==> src/rtl/bts_fifo.sv <==
// small synchronous queue with full and empty flags
`default_nettype none
module bts_fifo #(
    parameter type T     = logic,
    parameter int  DEPTH = 2
) (
    input  wire  i_clk,
    input  wire  i_rst_n,
    input  wire  i_push,
    input  T     i_data,
    output logic o_full,
    input  wire  i_pop,
    output T     o_data,
    output logic o_empty
);
    localparam int PW = (DEPTH > 1) ? $clog2(DEPTH) : 1;
    localparam int CW = $clog2(DEPTH + 1);

    T                r_mem [DEPTH];
    logic [PW-1:0]   r_wr_ptr;
    logic [PW-1:0]   r_rd_ptr;
    logic [CW-1:0]   r_count;
    logic            do_push;
    logic            do_pop;

    assign o_full  = (r_count == CW'(DEPTH));
    assign o_empty = (r_count == '0);
    assign o_data  = r_mem[r_rd_ptr];
    assign do_push = i_push && !o_full;
    assign do_pop  = i_pop && !o_empty;

    always_ff @(posedge i_clk) begin
        if (do_push) begin
            r_mem[r_wr_ptr] <= i_data;
        end
    end

    always_ff @(posedge i_clk) begin
        if (!i_rst_n) begin
            r_wr_ptr <= '0;
            r_rd_ptr <= '0;
            r_count  <= '0;
        end else begin
            if (do_push) begin
                r_wr_ptr <= (r_wr_ptr == PW'(DEPTH - 1)) ? '0 : r_wr_ptr + 1'b1;
            end
            if (do_pop) begin
                r_rd_ptr <= (r_rd_ptr == PW'(DEPTH - 1)) ? '0 : r_rd_ptr + 1'b1;
            end
            if (do_push && !do_pop) begin
                r_count <= r_count + 1'b1;
            end else if (do_pop && !do_push) begin
                r_count <= r_count - 1'b1;
            end
        end
    end
endmodule
`default_nettype wire

==> config.mk <==
export PLATFORM = sky130hd
export DESIGN_NAME = bts_fifo
export DESIGN_NICKNAME = d
export VERILOG_FILES = /design/src/rtl/bts_fifo.sv
export SDC_FILE = /design/constraint.sdc
export NUM_CORES = 1
export LEC_CHECK = 0
export BUFFER_PORTS_ARGS = -buffer_cell sky130_fd_sc_hd__buf_2
export CAP_MARGIN = 40
export CORE_AREA = 2 2 39 41
export DETAILED_ROUTE_END_ITERATION = 16
export DIE_AREA = 0 0 41 43
export GPL_ROUTABILITY_DRIVEN = 0
export PLACE_DENSITY = 0.42
export SYNTH_ARGS = -nofsm -noshare
export SYNTH_HDL_FRONTEND = slang
export SYNTH_SLANG_ARGS = --single-unit
==> constraint.sdc <==
create_clock -name i_clk -period 2.8 [get_ports i_clk]
set_clock_uncertainty 0.15 [all_clocks]
set_input_delay 0.28 -clock i_clk [delete_from_list [all_inputs] [get_ports i_clk]]
set_output_delay 0.28 -clock i_clk [all_outputs]
set_load 0.02 [all_outputs]
# Word level (Yosys, flattened, before mapping)
# Memory sizes are Yosys's and may differ from the RTL's. A register that Yosys moved wholly into a read port is not among the register bits.
# Index checks and enable logic that the tools add are counted.
# word_totals
regBits	4
ramBits	2
input_bits	5
output_inout_bits	3
word_cells	27
n_memories	1
# mem_list
name	words	width	read_ports	rd_ports_with_merged_regs	wr	line	text
r_mem	2	1	1	1	1	19	T r_mem [DEPTH];
# classes
addsub	4
n_eq_ne	1
n_mux	8
n_reduce_logical	10
# op_table
cell	count
1-bit 2-to-1 mux	6
1-bit logical AND	4
1-bit zero test	4
2-bit 2-to-1 mux	2
1-bit adder (second input constant)	2
2-bit by 1-bit adder with 2-bit output (second input constant)	1
2-bit == test (second input constant)	1
2-bit zero test	1
2-bit nonzero test	1
2-bit by 1-bit subtractor with 2-bit output (second input constant)	1

# Logic depth before layout (Yosys ltp)
# depth
ltp_word	7
ltp_mapped	7
depth_no_buf	7

# Worst setup path before layout
# OpenSTA, ideal clock, no wires.
# synth_path
path_type	flip-flop to flip-flop
startpoint	register r_count[0]
endpoint	register r_count[1]
setup_ps	70
arrival_ps	1444
t_required_ps	2580
slack_ps	1136
stages_incl_launch_ff	7
path_buffers	0
period_less_slack_ps	1664
path_cell_list	dfxtp_1 -> nand2b_1 -> inv_2 -> nor2_1 -> ha_1 -> or3_1 -> a21boi_1
# synth_between
elab_chain_cells	6
elab_cells_between_ends	15
classes_between	2 x add/sub; 1 x eq/ne; 2 x mux; 10 x reduce/logical
# synth_rtl
element	line	text
from (decl)	22	logic [CW-1:0] r_count;
from (signal assigned)	51	r_count <= r_count + 1'b1;
from (signal assigned)	53	r_count <= r_count - 1'b1;
2-bit == test (*)	26	assign o_full = (r_count == CW'(DEPTH));
named net o_full	11	output logic o_full,
1-bit zero test (*)	29	assign do_push = i_push && !o_full;
1-bit logical AND (*)	29	
1-bit zero test	52	end else if (do_pop && !do_push) begin
1-bit logical AND	52	
2-bit nonzero test (no line)	n/a	
# The timed path passes the listed nets; every way through them passes the cells marked *. The select of a mux whose other input is x is not followed.
# A chain may end at the register's enable or synchronous reset.

# Worst setup path after layout
# layout_path
startpoint	register r_count[0]
endpoint	register r_count[1]
# layout_between
elab_chain_cells	6
elab_cells_between_ends	15
classes_between	2 x add/sub; 1 x eq/ne; 2 x mux; 10 x reduce/logical
# layout_rtl
element	line
2-bit == test or 2-bit zero test (tied branches)	26, 27
1-bit zero test (on tied branches)	29, 30
1-bit logical AND (on tied branches)	29, 30
1-bit zero test (on tied branches)	52, 50
1-bit logical AND (on tied branches)	52, 50
2-bit nonzero test (no line) or 2-bit 2-to-1 mux (tied branches)	n/a
# Parallel ways exist; a longest one is shown, timed or not. The select of a mux whose other input is x is not followed.

==> flow_summary.toml <==
[route]
dr.pass1.iters = 1
route.detailed.wl_per_inst_um = 8.691
initialDrtViolationCount = 0
final_antenna_net_count = 0
drt-total-wl_um = 478
route.detailed.vias_per_inst = 3.964
drcViolationCount = 0
vias = 218

[clock_network]
clkSlewWorstSetupHoldPaths_ns = 0.05
cts_inserted_buffers = 3
ctsLongestPathBuffers = 2
postCtsHoldBufs = 0
clock_tree_from_tritoncts = "built"
post_cts_resize_count = 0
cts.repair_timing.setup_buffer_count = 0
insertion_delay_ns = 0.25
cts-htree-levels = 1
cts_sinks = 7
clk_root_buffer_cell = "sky130_fd_sc_hd__clkbuf_4"

[worst_hold_path]
hold_path_end = "r_mem[0]"
holdCritStartpoint = "i_data"
min_path_cells = 1
path_class_of_the_lowest_slack_min_delay_path = "primary input to flip-flop"

[worst_setup_path]
reg2reg_depth = 6
timing.rr.start = "r_count[0]"
critPathRequiredTime_ns = 2.83
type_of_origin_of_the_critical_path = "flip-flop"
crit-reg2reg-capture = "r_count[1]"
worstSetupEndpointType = "flip-flop"
worstSetupPathType = "flip-flop to flip-flop"
worst_ep_arrival_time_ns = 1.79
worst-path-max-fanout = 5
rrSetupSlack_ns = 1.04

[sta]
max_slew.worst_pin.slew_ns = 0.2233
final_worst_path_cycle_share = 0.6281
final-hold-violation-count = 0
period_minus_slack_ns = 1.759
achievable-frequency_mhz = 568.6
final_max_slew_viol_count = 0
timing.setup.tns_ns = 0
final_setup_viols = 0
slew-limit-headroom = 0.8501
rsz0062_at_grt = "false"

[power_and_ir_drop]
ir_drop_mv = 0.3145
clockPowerShare = 0.218
sw_frac_of_total = 0.3499
cellPowerDensity_nw_per_um2 = 1062
p_seq_frac = 0.386
static_leakage_nw = 0.1677
finalPower_mw = 0.4108
p_switching_mw = 0.1437
comb_power_share = 0.397
internal_power_mw = 0.2671

[logic_synthesis]
synthesized_net_count = 34
post_synth.cell_area_avg_um2 = 10.90
yosysSeqAreaShare = 0.5246
synthesis.yosys.warnings = 0
syn-instance-count = 28
synth-seq-cells = 7
netlist-cell-type-count = 19
syn-cell-area_um2 = 305.3

[floorplan]
dieWidth_um = 41
core_um2 = 1384
io-pin-count = 8
start_util = 0.2206
floorplan.die_area_um2 = 1763
die_h_um = 43
core.rowCount = 14

[layout]
area_growth_syn_to_layout_pct = 26.64
design.final.nets = 46
antennaDiodeCount = 0
drive_gt1_frac = 0.3333

[placement]
detailed_place_hpwl_um = 376
place.port_buffers = 7

[outcome]
status = "finished clean"

[grt]
global_route_wire_length_before_repair_um = 752
pin_count_of_the_biggest_net_entering_global_routing = 6
grt_usage = 0.06775
first_global_vias = 191
antenna_found_initial = 0
grt_remaining_overflow = 0

[flow_run]
drv.max_cap_violation_count = 0
-- worst max path at each step --
stage                 endpoint  slack, ns  cells past startpoint  startpoint
finish              r_count[1]       1.04                      6  r_count[0]
floorplan           r_count[1]       1.14                      6  r_count[0]
detailed placement  r_count[1]       1.03                      6  r_count[0]
global route        r_count[1]       0.90                      6  r_count[0]
CTS                 r_count[1]       1.02                      6  r_count[0]
global placement    r_count[1]       1.12                      6  r_count[0]
-- layer usage --
metal  vias up  global-route usage  wire [um]
li1        116                   -          -
met3         0             0.06806         20
met2         3             0.09375        239
met5         -                   0          0
met1        99             0.06908        219
met4         0             0.02000          0
-- cell families after synthesis --
logic type                 count (synthesis)  synth area share
buffers and inverters                      2           0.02457
DFF                                        7            0.5246
AOI/OAI and AO/OA                          5            0.1066
adders and majority gates                  1           0.04098
muxes                                      1           0.03688
and+or+nand+nor                            9            0.1804
xor gates and xnor gates                   3           0.08608
-- cell usage after synthesis, drive strengths merged --
cell    count  area [um^2]
nor2        2        7.510
xor2        1        8.760
o21ai       2        10.00
nor3        1        10.01
o21a        1        7.510
xnor2       2        17.52
and2        3        18.77
a21boi      2        15.02
mux2        1        11.26
inv         2        7.500
nand2b      1        6.260
edfxtp      2        60.06
or3         1        6.260
and3        1        6.260
ha          1        12.51
dfxtp       5        100.1
-- stage by stage --
stage                     hold WS, ns  instance area [um^2]  instances    util  worst slack, ns
final                         0.07036                 386.6         55  0.2794            1.041
after CTS                     0.06042                 386.6         55  0.2794            1.024
after global routing          0.05536                 386.6         55  0.2794           0.8996
after global placement         0.3199                 360.3         51  0.2604            1.119
after detailed placement       0.3234                 360.3         51  0.2604            1.034
after floorplan                0.2289                 305.3         28       -            1.136
-- worst max-delay path, stage by stage (launching register included) --
cell and delay (ns):
sky130_fd_sc_hd__dfxtp_1 0.41, sky130_fd_sc_hd__nand2b_1 0.18, sky130_fd_sc_hd__inv_2 0.06, sky130_fd_sc_hd__nor2_1 0.11, sky130_fd_sc_hd__ha_1 0.27, sky130_fd_sc_hd__or3_1 0.37, sky130_fd_sc_hd__a21boi_1 0.14
-- power groups by stage --
stage	Combinational, mW	Sequential (mW)	Clock [mW]
floorplan	0.128	0.155	0
global placement	0.158	0.159	0
detailed placement	0.164	0.160	0
CTS	0.165	0.158	0.0946
global route	0.181	0.161	0.102
finish	0.163	0.158	0.0894
-- layout by cell type (no fill, tap or decap) --
| master | synthesis | final |
|---|---|---|
| sky130_fd_sc_hd__nand2b_1 | 1 | 1 |
| sky130_fd_sc_hd__edfxtp_1 | 2 | 2 |
| sky130_fd_sc_hd__xnor2_1 | 2 | 2 |
| sky130_fd_sc_hd__dfxtp_1 | 5 | 5 |
| sky130_fd_sc_hd__clkbuf_4 | 0 | 3 |
| sky130_fd_sc_hd__clkbuf_1 | 0 | 1 |
| sky130_fd_sc_hd__and3_1 | 1 | 1 |
| sky130_fd_sc_hd__o21a_1 | 1 | 1 |
| sky130_fd_sc_hd__inv_1 | 1 | 1 |
| sky130_fd_sc_hd__nor2_1 | 2 | 2 |
| sky130_fd_sc_hd__ha_1 | 1 | 1 |
| sky130_fd_sc_hd__a21boi_0 | 1 | 1 |
| sky130_fd_sc_hd__mux2_2 | 1 | 1 |
| sky130_fd_sc_hd__or3_1 | 1 | 1 |
| sky130_fd_sc_hd__o21ai_0 | 1 | 1 |
| sky130_fd_sc_hd__a21boi_1 | 1 | 1 |
| sky130_fd_sc_hd__buf_2 | 0 | 7 |
| sky130_fd_sc_hd__xor2_1 | 1 | 1 |
| sky130_fd_sc_hd__and2_1 | 3 | 3 |
| sky130_fd_sc_hd__inv_2 | 1 | 1 |
| sky130_fd_sc_hd__o21ai_1 | 1 | 1 |
| sky130_fd_sc_hd__nor3_2 | 1 | 1 |
-- cell type report --
class	instances	area (um^2)
clock buffer	4	26.28
fill	143	997.2
inverter	2	7.507
multi-input combinational	19	137.6
sequential	7	160.2
tap	16	20.02
timing repair buffer	7	35.03
Note: power is estimated with default switching activity, not from simulation.
