**config.mk**
```make
export PLATFORM = sky130hd
export DESIGN_NAME = bts_front
export DESIGN_NICKNAME = d
export VERILOG_FILES = /design/src/rtl/bts_pkg.sv /design/src/rtl/bts_front.sv
export SDC_FILE = /design/constraint.sdc
export NUM_CORES = 1
export LEC_CHECK = 0
export BUFFER_PORTS_ARGS = -buffer_cell sky130_fd_sc_hd__clkbuf_2
export CORE_MARGIN = 3
export CORE_UTILIZATION = 51
export DETAILED_ROUTE_END_ITERATION = 8
export HOLD_SLACK_MARGIN = 0.03
export PLACE_DENSITY = 0.83
export RECOVER_POWER = 100
export SKIP_LAST_GASP = 1
export SLEW_MARGIN = 25
export SYNTH_ARGS = -nofsm -noshare
export SYNTH_HDL_FRONTEND = slang
export SYNTH_SLANG_ARGS = --single-unit
```
**constraint.sdc**
```tcl
create_clock -name i_clk -period 5.75 [get_ports i_clk]
set_input_delay 0.2875 -clock i_clk [delete_from_list [all_inputs] [get_ports i_clk]]
set_output_delay 0.2875 -clock i_clk [all_outputs]
set_load 0.01 [all_outputs]
```
**src/rtl/bts_pkg.sv**
```systemverilog
// shared types and constants of the bilinear texel sampler
`default_nettype none
package bts_pkg;

    // input op codes
    localparam logic OP_WRITE  = 1'b0;
    localparam logic OP_SAMPLE = 1'b1;

    // configuration register indexes
    localparam int  CFG_IDX_W       = 1;
    localparam logic CFG_TEX_WIDTH  = 1'b0;
    localparam logic CFG_TEX_HEIGHT = 1'b1;
    localparam int  DIM_W           = 9;

    // widest store address and fraction the command carries
    localparam int ADDR_MAX_W = 24;
    localparam int FRAC_MAX_W = 12;
    // per-channel accumulator: four taps of 256 x 255
    localparam int ACC_W      = 18;

    typedef struct packed {
        logic        op;
        logic [15:0] texel_addr;
        logic [31:0] texel_data;
        logic [15:0] coord_x;
        logic [15:0] coord_y;
    } t_in_item;

    typedef struct packed {
        logic [31:0] sample;
        logic        in_range;
    } t_out_item;

    typedef enum logic [1:0] {
        CMD_WRITE,
        CMD_SAMPLE,
        CMD_MISS
    } t_cmd_kind;

    typedef struct packed {
        t_cmd_kind             kind;
        logic [ADDR_MAX_W-1:0] addr;
        logic [31:0]           data;
        logic [FRAC_MAX_W-1:0] fx;
        logic [FRAC_MAX_W-1:0] fy;
    } t_cmd;

    typedef enum logic [1:0] {
        BK_IDLE,
        BK_TAPS,
        BK_DONE
    } t_back_state;

endpackage
`default_nettype wire

```
**src/rtl/bts_front.sv**
```systemverilog
// front end: size registers, item classification and base address
`default_nettype none
module bts_front #(
    parameter int TEX_MAX_DIM = 256,
    parameter int FRAC_BITS   = 8
) (
    input  wire                               i_clk,
    input  wire                               i_rst_n,
    input  wire                               i_cfg_we,
    input  wire  [bts_pkg::CFG_IDX_W-1:0]     i_cfg_idx,
    input  wire  [bts_pkg::DIM_W-1:0]         i_cfg_data,
    input  bts_pkg::t_in_item                 i_item,
    input  wire                               i_accept,
    output bts_pkg::t_cmd                     o_cmd,
    output logic                              o_cmd_push,
    output logic [bts_pkg::DIM_W-1:0]         o_width
);
    localparam int DEPTH = TEX_MAX_DIM * TEX_MAX_DIM;
    localparam int AW    = $clog2(DEPTH);
    localparam int IW    = 16 - FRAC_BITS;
    localparam int PW    = IW + bts_pkg::DIM_W + 1;
    localparam int FW    = bts_pkg::FRAC_MAX_W;
    localparam int DW    = bts_pkg::DIM_W;
    localparam int XW    = bts_pkg::ADDR_MAX_W;

    logic [DW-1:0] r_width;
    logic [DW-1:0] r_height;
    logic [IW-1:0] ix;
    logic [IW-1:0] iy;
    logic [PW-1:0] base;
    logic [31:0]   base32;
    logic [31:0]   waddr32;
    logic          outside;
    logic          wr_ok;

    function automatic logic [DW-1:0] clamp_dim(input logic [DW-1:0] d);
        return (32'(d) > 32'(TEX_MAX_DIM)) ? DW'(TEX_MAX_DIM) : d;
    endfunction

    always_ff @(posedge i_clk) begin
        if (!i_rst_n) begin
            r_width  <= clamp_dim(DW'(256));
            r_height <= clamp_dim(DW'(256));
        end else if (i_cfg_we) begin
            case (i_cfg_idx)
                bts_pkg::CFG_TEX_WIDTH:  r_width  <= clamp_dim(i_cfg_data);
                bts_pkg::CFG_TEX_HEIGHT: r_height <= clamp_dim(i_cfg_data);
                default: ;
            endcase
        end
    end

    assign ix      = i_item.coord_x[15:FRAC_BITS];
    assign iy      = i_item.coord_y[15:FRAC_BITS];
    assign outside = (32'(ix) + 32'd1 >= 32'(r_width)) || (32'(iy) + 32'd1 >= 32'(r_height));
    assign base    = PW'(iy) * PW'(r_width) + PW'(ix);
    assign base32  = 32'(base);
    assign waddr32 = 32'(i_item.texel_addr);
    // writes past the end of the store are dropped here
    assign wr_ok   = (waddr32 < 32'(DEPTH));

    always_comb begin
        o_cmd      = '0;
        o_cmd.data = i_item.texel_data;
        o_cmd.fx   = FW'(i_item.coord_x[FRAC_BITS-1:0]);
        o_cmd.fy   = FW'(i_item.coord_y[FRAC_BITS-1:0]);
        if (i_item.op == bts_pkg::OP_WRITE) begin
            o_cmd.kind = bts_pkg::CMD_WRITE;
            o_cmd.addr = XW'(waddr32[AW-1:0]);
            o_cmd_push = i_accept && wr_ok;
        end else begin
            o_cmd.kind = outside ? bts_pkg::CMD_MISS : bts_pkg::CMD_SAMPLE;
            o_cmd.addr = XW'(base32[AW-1:0]);
            o_cmd_push = i_accept;
        end
    end

    assign o_width = r_width;
endmodule
`default_nettype wire

```
# After elaboration in Yosys (flattened, before gate mapping)
# Cells that the tools add are included.
[word_totals]
register_bits = 18
output_inout_bits = 92
[op_classes]
add_sub_neg = 3
multipliers = 1
order_cmp = 4
muxes = 4
n_bitwise = 1
n_reduce_logical = 4
[op_table]
columns = ["op", "count"]
rows = [
  ["$mux W26", 1],
  ["$add A8 B1 Y9 const B", 2],
  ["$ge A9 B9 Y1", 2],
  ["$lt A16 B17 Y1 const B", 1],
  ["$add A16 B8 Y16", 1],
  ["$mul A8 B9 Y16", 1],
  ["$gt A9 B9 Y1 const B", 1],
  ["$mux W9", 1],
  ["$reduce_and A2 Y1", 2],
  ["$mux W2", 1],
  ["$logic_and A1 B1 Y1", 1],
  ["$logic_or A1 B1 Y1", 1],
  ["$mux W1", 1],
  ["$not A1 Y1", 1],
]

# Logic depth before layout (Yosys ltp)
# Gate-level depths: netlist (run 1).
[logic_depth]
depth_word = 5
mapped_depth = 17
depth_no_buf = 16

# Worst setup path after synthesis (run 1)
# No wires, ideal clock.
[synth_path]
path_type = "reg-to-output"
from = "register r_width[5] (netlist: o_width[5])"
to = "output o_cmd[68] (netlist bit)"
t_arrival_ns = 4.222
required_ns = 5.463
path_slack_ns = 1.240
stages_incl_launch_ff = 16
n_path_buf = 1
path_cell_list = "dfxtp_1 -> clkbuf_1 -> nand2_1 -> fa_1 -> inv_1 -> fa_1 -> inv_1 -> fa_1 -> fa_1 -> inv_1 -> ha_1 -> a21o_1 -> a21oi_2 -> a21oi_1 -> or2_0 -> o311ai_1"
[synth_rtl]
columns = ["element", "line_no", "text"]
rows = [
  ["start, declared", "bts_front.sv:26", "logic [DW-1:0] r_width;"],
  ["start signal, assigned", "bts_front.sv:42", "r_width <= clamp_dim(DW'(256));"],
  ["start signal, assigned", "bts_front.sv:46", "bts_pkg::CFG_TEX_WIDTH: r_width <= clamp_dim(i_cfg_data);"],
  ["end, declared", "bts_front.sv:14", "output bts_pkg::t_cmd o_cmd,"],
]

==> impl_metrics.ini, run 1 <==
[sta]
max_slew_margin_pct = 57.07
finalSetupViolations = 0
rsz0062_at_grt = false
holdWs_ns = 0.3125
skew_ns = 0
drv_slew = 0
min_period_ns = 5.132
tightest_slew_ns = 0.6440
fin_crit_sh_pct = 89.26
finalHoldViolCount = 0
setup_tns_ns = 0
max_freq_mhz = 194.8

[cts]
clk-insertion-delay-late_ns = 0.25
cts_tree = done
cts_num_sinks = 18
ctsResizeCount = 0
cts_root_buf = clkbuf_8
ctsHtreeMaxLevel = 1
clkSlewWorstSetupHoldPaths_ns = 0.07
cts_buffer_depth = 2
cts_hold_buf = 0
cts-buffers-inserted = 3
cts_setup_buffers = 0

[yosys]
yosysSeqAreaShare_pct = 7.674
ys_seq_elements = 18
avgSynthCellArea_um2 = 8.013
synth_cells = 586
synth-edff-count = 0
synth.most_common_cell = inv_1
yosysTopAreaCell = fa_1
synthDistinctLibCells = 48
synth_top_area_share_pct = 20.89
netlist_area_um2 = 4696
synth-warning-count = 0
yosys_most_used_dff = dfxtp_1
yosys-top-cells-count = 99 x inv_1, 65 x buf_4, 58 x nand2_1
yosys-top-cells-area = fa_1 21%, ha_1 15%, buf_4 10%, inv_1 7.9%, dfxtp_1 7.7%
async_flop_share_pct = 0

[floorplanning]
chipHeight_um = 102.0
num_rows = 34
ios = 187
fp.coreArea_um2 = 8848
die-area_um2 = 10390
die_w_um = 102.0
start_util_pct = 53.07

[global_route]
grt.overflow.total = 0
antenna_found_initial = 0
track_usage_pct = 20.27
grt_pass1_vias = 3728
grt_pass1_wl_um = 17090
grt_max_degree = 23

[setup_path]
timing.rr.end = o_width[1]$_SDFFE_PN0P_
crit_top_cell = fa_1
cp.arrival_ns = 4.84
r2r_start = o_width[1]$_SDFFE_PN0P_
cp-start-kind = flop
max_stage_delay_ns = 0.62
critical_path.top_delay_family = adder cells
rr_worst_depth = 2
crit_path_top_delay_cell = dfxtp_1
critPathRequiredTime_ns = 5.46
crit_buf_inv = 4
path_cells = nand2_1 > fa_1 > fa_1 > inv_1 > fa_1 > inv_1 > fa_1 > inv_1 > ha_1 > o211ai_1 > a21oi_1 > o21ai_0 > and3_1 > a221o_1 > clkbuf_2
crit_type = reg2out
end_kind = output port
path_max_fanout = 10
regToRegSetupSlack_ns = 4.76

[placement]
place.gp.congestion = 0.8837
io_buffers = 72
place_hpwl_um = 8576
place_area_um2 = 4653

[layout]
nFillCells = 887
drive_above_1_share_pct = 11.02
syn2layout_area_growth_pct = -0.5063
layout.nets = 791
diodes = 0
stdcell_area_um2 = 4672

[min_path]
hold_class = in2reg
whs_path_depth = 3
min_from = i_cfg_data[7]
hold_end = o_width[7]$_SDFFE_PN0P_

[routing]
drt_iter0_drc = 109
wirelength_um = 10380
routed_via_density = 5.325
wl_per_cell_um = 14.87
first_pass_iters = 4
vias = 3717
drc = 0
ant_nets = 0

[flow_run]
cap_violations = 0

[pwr]
p_leak_uw = 0.002366
peakVddDrop_uv = 155.1
powerDensity_nw_per_um2 = 116.4

[outcome]
status = finished clean
## worst max-delay path by stage
stage	start	end	cells after the start
global route	o_width[1]$_SDFFE_PN0P_	o_cmd[68]	14
CTS	o_width[1]$_SDFFE_PN0P_	o_cmd[71]	15
floorplan	o_width[5]$_SDFFE_PN0P_	o_cmd[68]	15
global placement	o_width[6]$_SDFFE_PN0P_	o_cmd[68]	15
finish	o_width[1]$_SDFFE_PN0P_	o_cmd[71]	15
detailed placement	i_item[12]	o_cmd[68]	15
## state kept, by name, summed over array words and instances (netlist names)
register,cells
r_height,9
o_width,9
## where the power goes
part | switching [uW] | total (uW) | leakage [uW] | internal [uW]
registers | 7.76 | 137 | 0.000146 | 129
logic | 179 | 306 | 0.00219 | 127
clock network | 40.9 | 102 | 0.0000288 | 60.7
## worst min-delay path, stage by stage
cell	delay [ns]
clkbuf_2	0.09
nand3b_1	0.07
a21boi_0	0.07
## stage by stage
stage / setup slack (ns) / power (uW) / util [%] / instances
2_1_floorplan: 1.240 / 404.6 / - / 601
3_3_place_gp: 1.082 / 440.1 / 52.59 / 694
3_5_place_dp: 0.9944 / 450.4 / 52.59 / 694
4_1_cts: 0.7038 / 555.1 / 53.21 / 698
5_1_grt: 0.4334 / 594.9 / 52.80 / 698
6_report: 0.6177 / 544.0 / 52.80 / 698
## metal layers
metal	GRT usage, %	up-vias	wire length [um]	share of wire [%]
met1	26.63	1781	4628	45
met4	4.642	0	159	1.5
met2	36.12	118	5100	49
met3	2.048	20	493	4.7
met5	0	-	0	0
li1	-	1798	-	-
## cell families (layout without fill, tap and decap cells)
| kind of cell | Yosys count | count (layout) | synth area share (%) |
|---|---|---|---|
| buffers and inverters | 186 | 175 | 20.57 |
| and+or+nand+nor | 177 | 177 | 19.82 |
| DFF | 18 | 18 | 7.674 |
| xor gates and xnor gates | 20 | 20 | 3.730 |
| adders and majority gates | 105 | 105 | 35.81 |
| other | 1 | 16 | 0.07986 |
| muxes | 8 | 8 | 1.919 |
| AOI/OAI and AO/OA | 71 | 71 | 10.39 |
## cell type report
cell class                      count  area, um2  share of cell area (%)
Inverter                           99      371.6                   7.954
Timing Repair Buffer               72      331.6                   7.097
Clock buffer                        4      55.05                   1.178
Tap cell                          108      135.1                   2.892
Sequential cell                    18      360.3                   7.713
Multi-Input combinational cell    397       3418                   73.17
## cell usage in the layout (no fill, tap or decap), types with 9 or more instances in the layout
| master | count |
|---|---|
| clkbuf_2 | 49 |
| nor3b_1 | 9 |
| nor2b_1 | 11 |
| inv_1 | 99 |
| dfxtp_1 | 18 |
| clkbuf_1 | 23 |
| fa_1 | 49 |
| conb_1 | 16 |
| nand2_1 | 58 |
| xnor2_1 | 16 |
| nor2_1 | 13 |
| ha_1 | 56 |
| nand3_1 | 14 |
| a21oi_1 | 22 |
| a21boi_0 | 9 |
| and2_1 | 38 |
(Power assumes the default switching activity.)
==> inputs of run 2 (changes only) <==
--- a/config.mk
+++ b/config.mk
@@ -6,9 +6,10 @@
 export NUM_CORES = 1
 export LEC_CHECK = 0
 export BUFFER_PORTS_ARGS = -buffer_cell sky130_fd_sc_hd__clkbuf_2
-export CORE_MARGIN = 3
+export CORE_MARGIN = 5
 export CORE_UTILIZATION = 51
 export DETAILED_ROUTE_END_ITERATION = 8
+export GPL_ROUTABILITY_DRIVEN = 0
 export HOLD_SLACK_MARGIN = 0.03
 export PLACE_DENSITY = 0.83
 export RECOVER_POWER = 100
==> run 2 against run 1 <==
  * Via count rose by 2.1%
  * Clock power hardly changed
  * Sequential power about the same
  * Sequential share of layout area about the same
  * Critical path depth did not move
  * Global-route usage shrank 1.2 points
  * Design area increased by 0.13%
  * Total power increased by 0.33%
  * Setup slack improved by 0.023 ns
  * Non-clock buffer count unchanged
  * Routed wire length increased by 0.77%
  * First-iteration DRC count increased by 140%
==> impl_metrics.ini, run 2 (synthesized netlist as in run 1, its figures left out) <==
[setup_path]
crit_type = reg2out
max_stage_delay_ns = 0.59
timing.rr.end = o_width[2]$_SDFFE_PN0P_
regToRegSetupSlack_ns = 4.83
crit_top_cell = fa_1
rr_worst_depth = 2
r2r_start = o_width[2]$_SDFFE_PN0P_
critPathRequiredTime_ns = 5.46
end_kind = output port
cp.arrival_ns = 4.82
cp-start-kind = flop
path_max_fanout = 11
crit_path_top_delay_cell = dfxtp_1
path_cells = nand2_1 > fa_1 > fa_1 > inv_1 > fa_1 > inv_1 > fa_1 > inv_1 > ha_1 > o211ai_1 > a21oi_1 > o21ai_0 > and3_1 > a221o_1 > clkbuf_2

[pwr]
peakVddDrop_uv = 113.3
p_leak_uw = 0.002363
p_total_uw = 545.8
powerDensity_nw_per_um2 = 116.7

[routing]
routed_via_density = 5.414
vias = 3795
first_pass_iters = 5
ant_nets = 0
wl_per_cell_um = 14.92
drt_iter0_drc = 264
drc = 0
wirelength_um = 10460

[min_path]
min_from = i_cfg_data[1]
hold_class = in2reg
whs_path_depth = 3
hold_end = o_width[1]$_SDFFE_PN0P_

[sta]
holdWs_ns = 0.3060
fin_crit_sh_pct = 88.85
tightest_slew_ns = 0.6460
max_slew_margin_pct = 56.84
finalSetupViolations = 0
max_freq_mhz = 195.7
rsz0062_at_grt = false
min_period_ns = 5.109
drv_slew = 0
skew_ns = 0
finalHoldViolCount = 0
setup_tns_ns = 0

[layout]
drive_above_1_share_pct = 11.02
layout.nets = 791
diodes = 0
final_common_cell = inv_1
finish.utilization_pct = 51.36
most-common-layout-cells = 99 x inv_1, 58 x nand2_1, 56 x ha_1, 49 x fa_1, 48 x clkbuf_2
syn2layout_area_growth_pct = -0.3730

[cts]
clkSlewWorstSetupHoldPaths_ns = 0.07
cts_num_sinks = 18
cts_setup_buffers = 0
cts_buffer_depth = 2
cts-buffers-inserted = 3
ctsResizeCount = 0
clk-insertion-delay-late_ns = 0.26
cts_hold_buf = 0
ctsHtreeMaxLevel = 1
cts_tree = done
cts_root_buf = clkbuf_8

[global_route]
grt_pass1_vias = 3979
grt.overflow.total = 0
grt_pass1_wl_um = 17910
grt_max_degree = 23
antenna_found_initial = 0
track_usage_pct = 19.11

[floorplanning]
die-area_um2 = 11230
chipHeight_um = 106.0
fp.coreArea_um2 = 9109
die_w_um = 106.0
num_rows = 35
ios = 187
start_util_pct = 51.55

[placement]
place_hpwl_um = 8691
io_buffers = 72

[flow_run]
cap_violations = 0

[outcome]
status = finished clean
## run 2: changes by cell type in the layout (fill, tap and decap cells not counted)
cell,before,now
a21oi_1,22,21
a21oi_2,1,2
clkbuf_1,23,24
clkbuf_2,49,48
## run 2: area by class of cell
cell class,count,area [um2]
multi-input combinational,397,3422
clock buffer,4,55.05
fill,888,4431
inverter,99,371.6
sequential,18,360.3
tap,111,138.9
timing repair buffer,72,330.3
## run 2: worst max-delay path, delay by kind of cell (launching register included)
family / cells / cell delay (ns)
buf+inv: 4 / 0.27
flops: 1 / 0.59
simple gates: 2 / 0.35
compound gates: 4 / 0.85
fa+ha+maj: 5 / 2.48
## run 2: worst max path at each step
stage                                       start         to
after floorplan           o_width[5]$_SDFFE_PN0P_  o_cmd[68]
after global placement    o_width[0]$_SDFFE_PN0P_  o_cmd[71]
after detailed placement  o_width[5]$_SDFFE_PN0P_  o_cmd[70]
after CTS                 o_width[5]$_SDFFE_PN0P_  o_cmd[71]
after global routing      o_width[0]$_SDFFE_PN0P_  o_cmd[71]
final                     o_width[0]$_SDFFE_PN0P_  o_cmd[71]
## run 2: layer usage
layer | GRT usage [%] | vias up | part of all wire, %
met5 | 0 | - | 0
met4 | 5.550 | 0 | 1.9
met3 | 2.247 | 32 | 6.3
met2 | 35.02 | 145 | 50
met1 | 23.53 | 1819 | 41
li1 | - | 1799 | -
## run 2: where the power goes
group          internal (uW)  leakage [uW]  switching (uW)  total, uW
Clock                   60.9     0.0000288            41.9        103
Combinational            126       0.00219             180        306
Sequential               129      0.000146            7.83        137
Total                    316       0.00236             230        546
## run 2: per-stage QoR
step	area [um2]	std cells	worst slack [ns]
after floorplan	4752	601	1.240
after global placement	4657	697	1.109
after detailed placement	4657	697	1.054
after CTS	4712	701	0.7580
after global routing	4678	701	0.3520
final	4678	701	0.6412
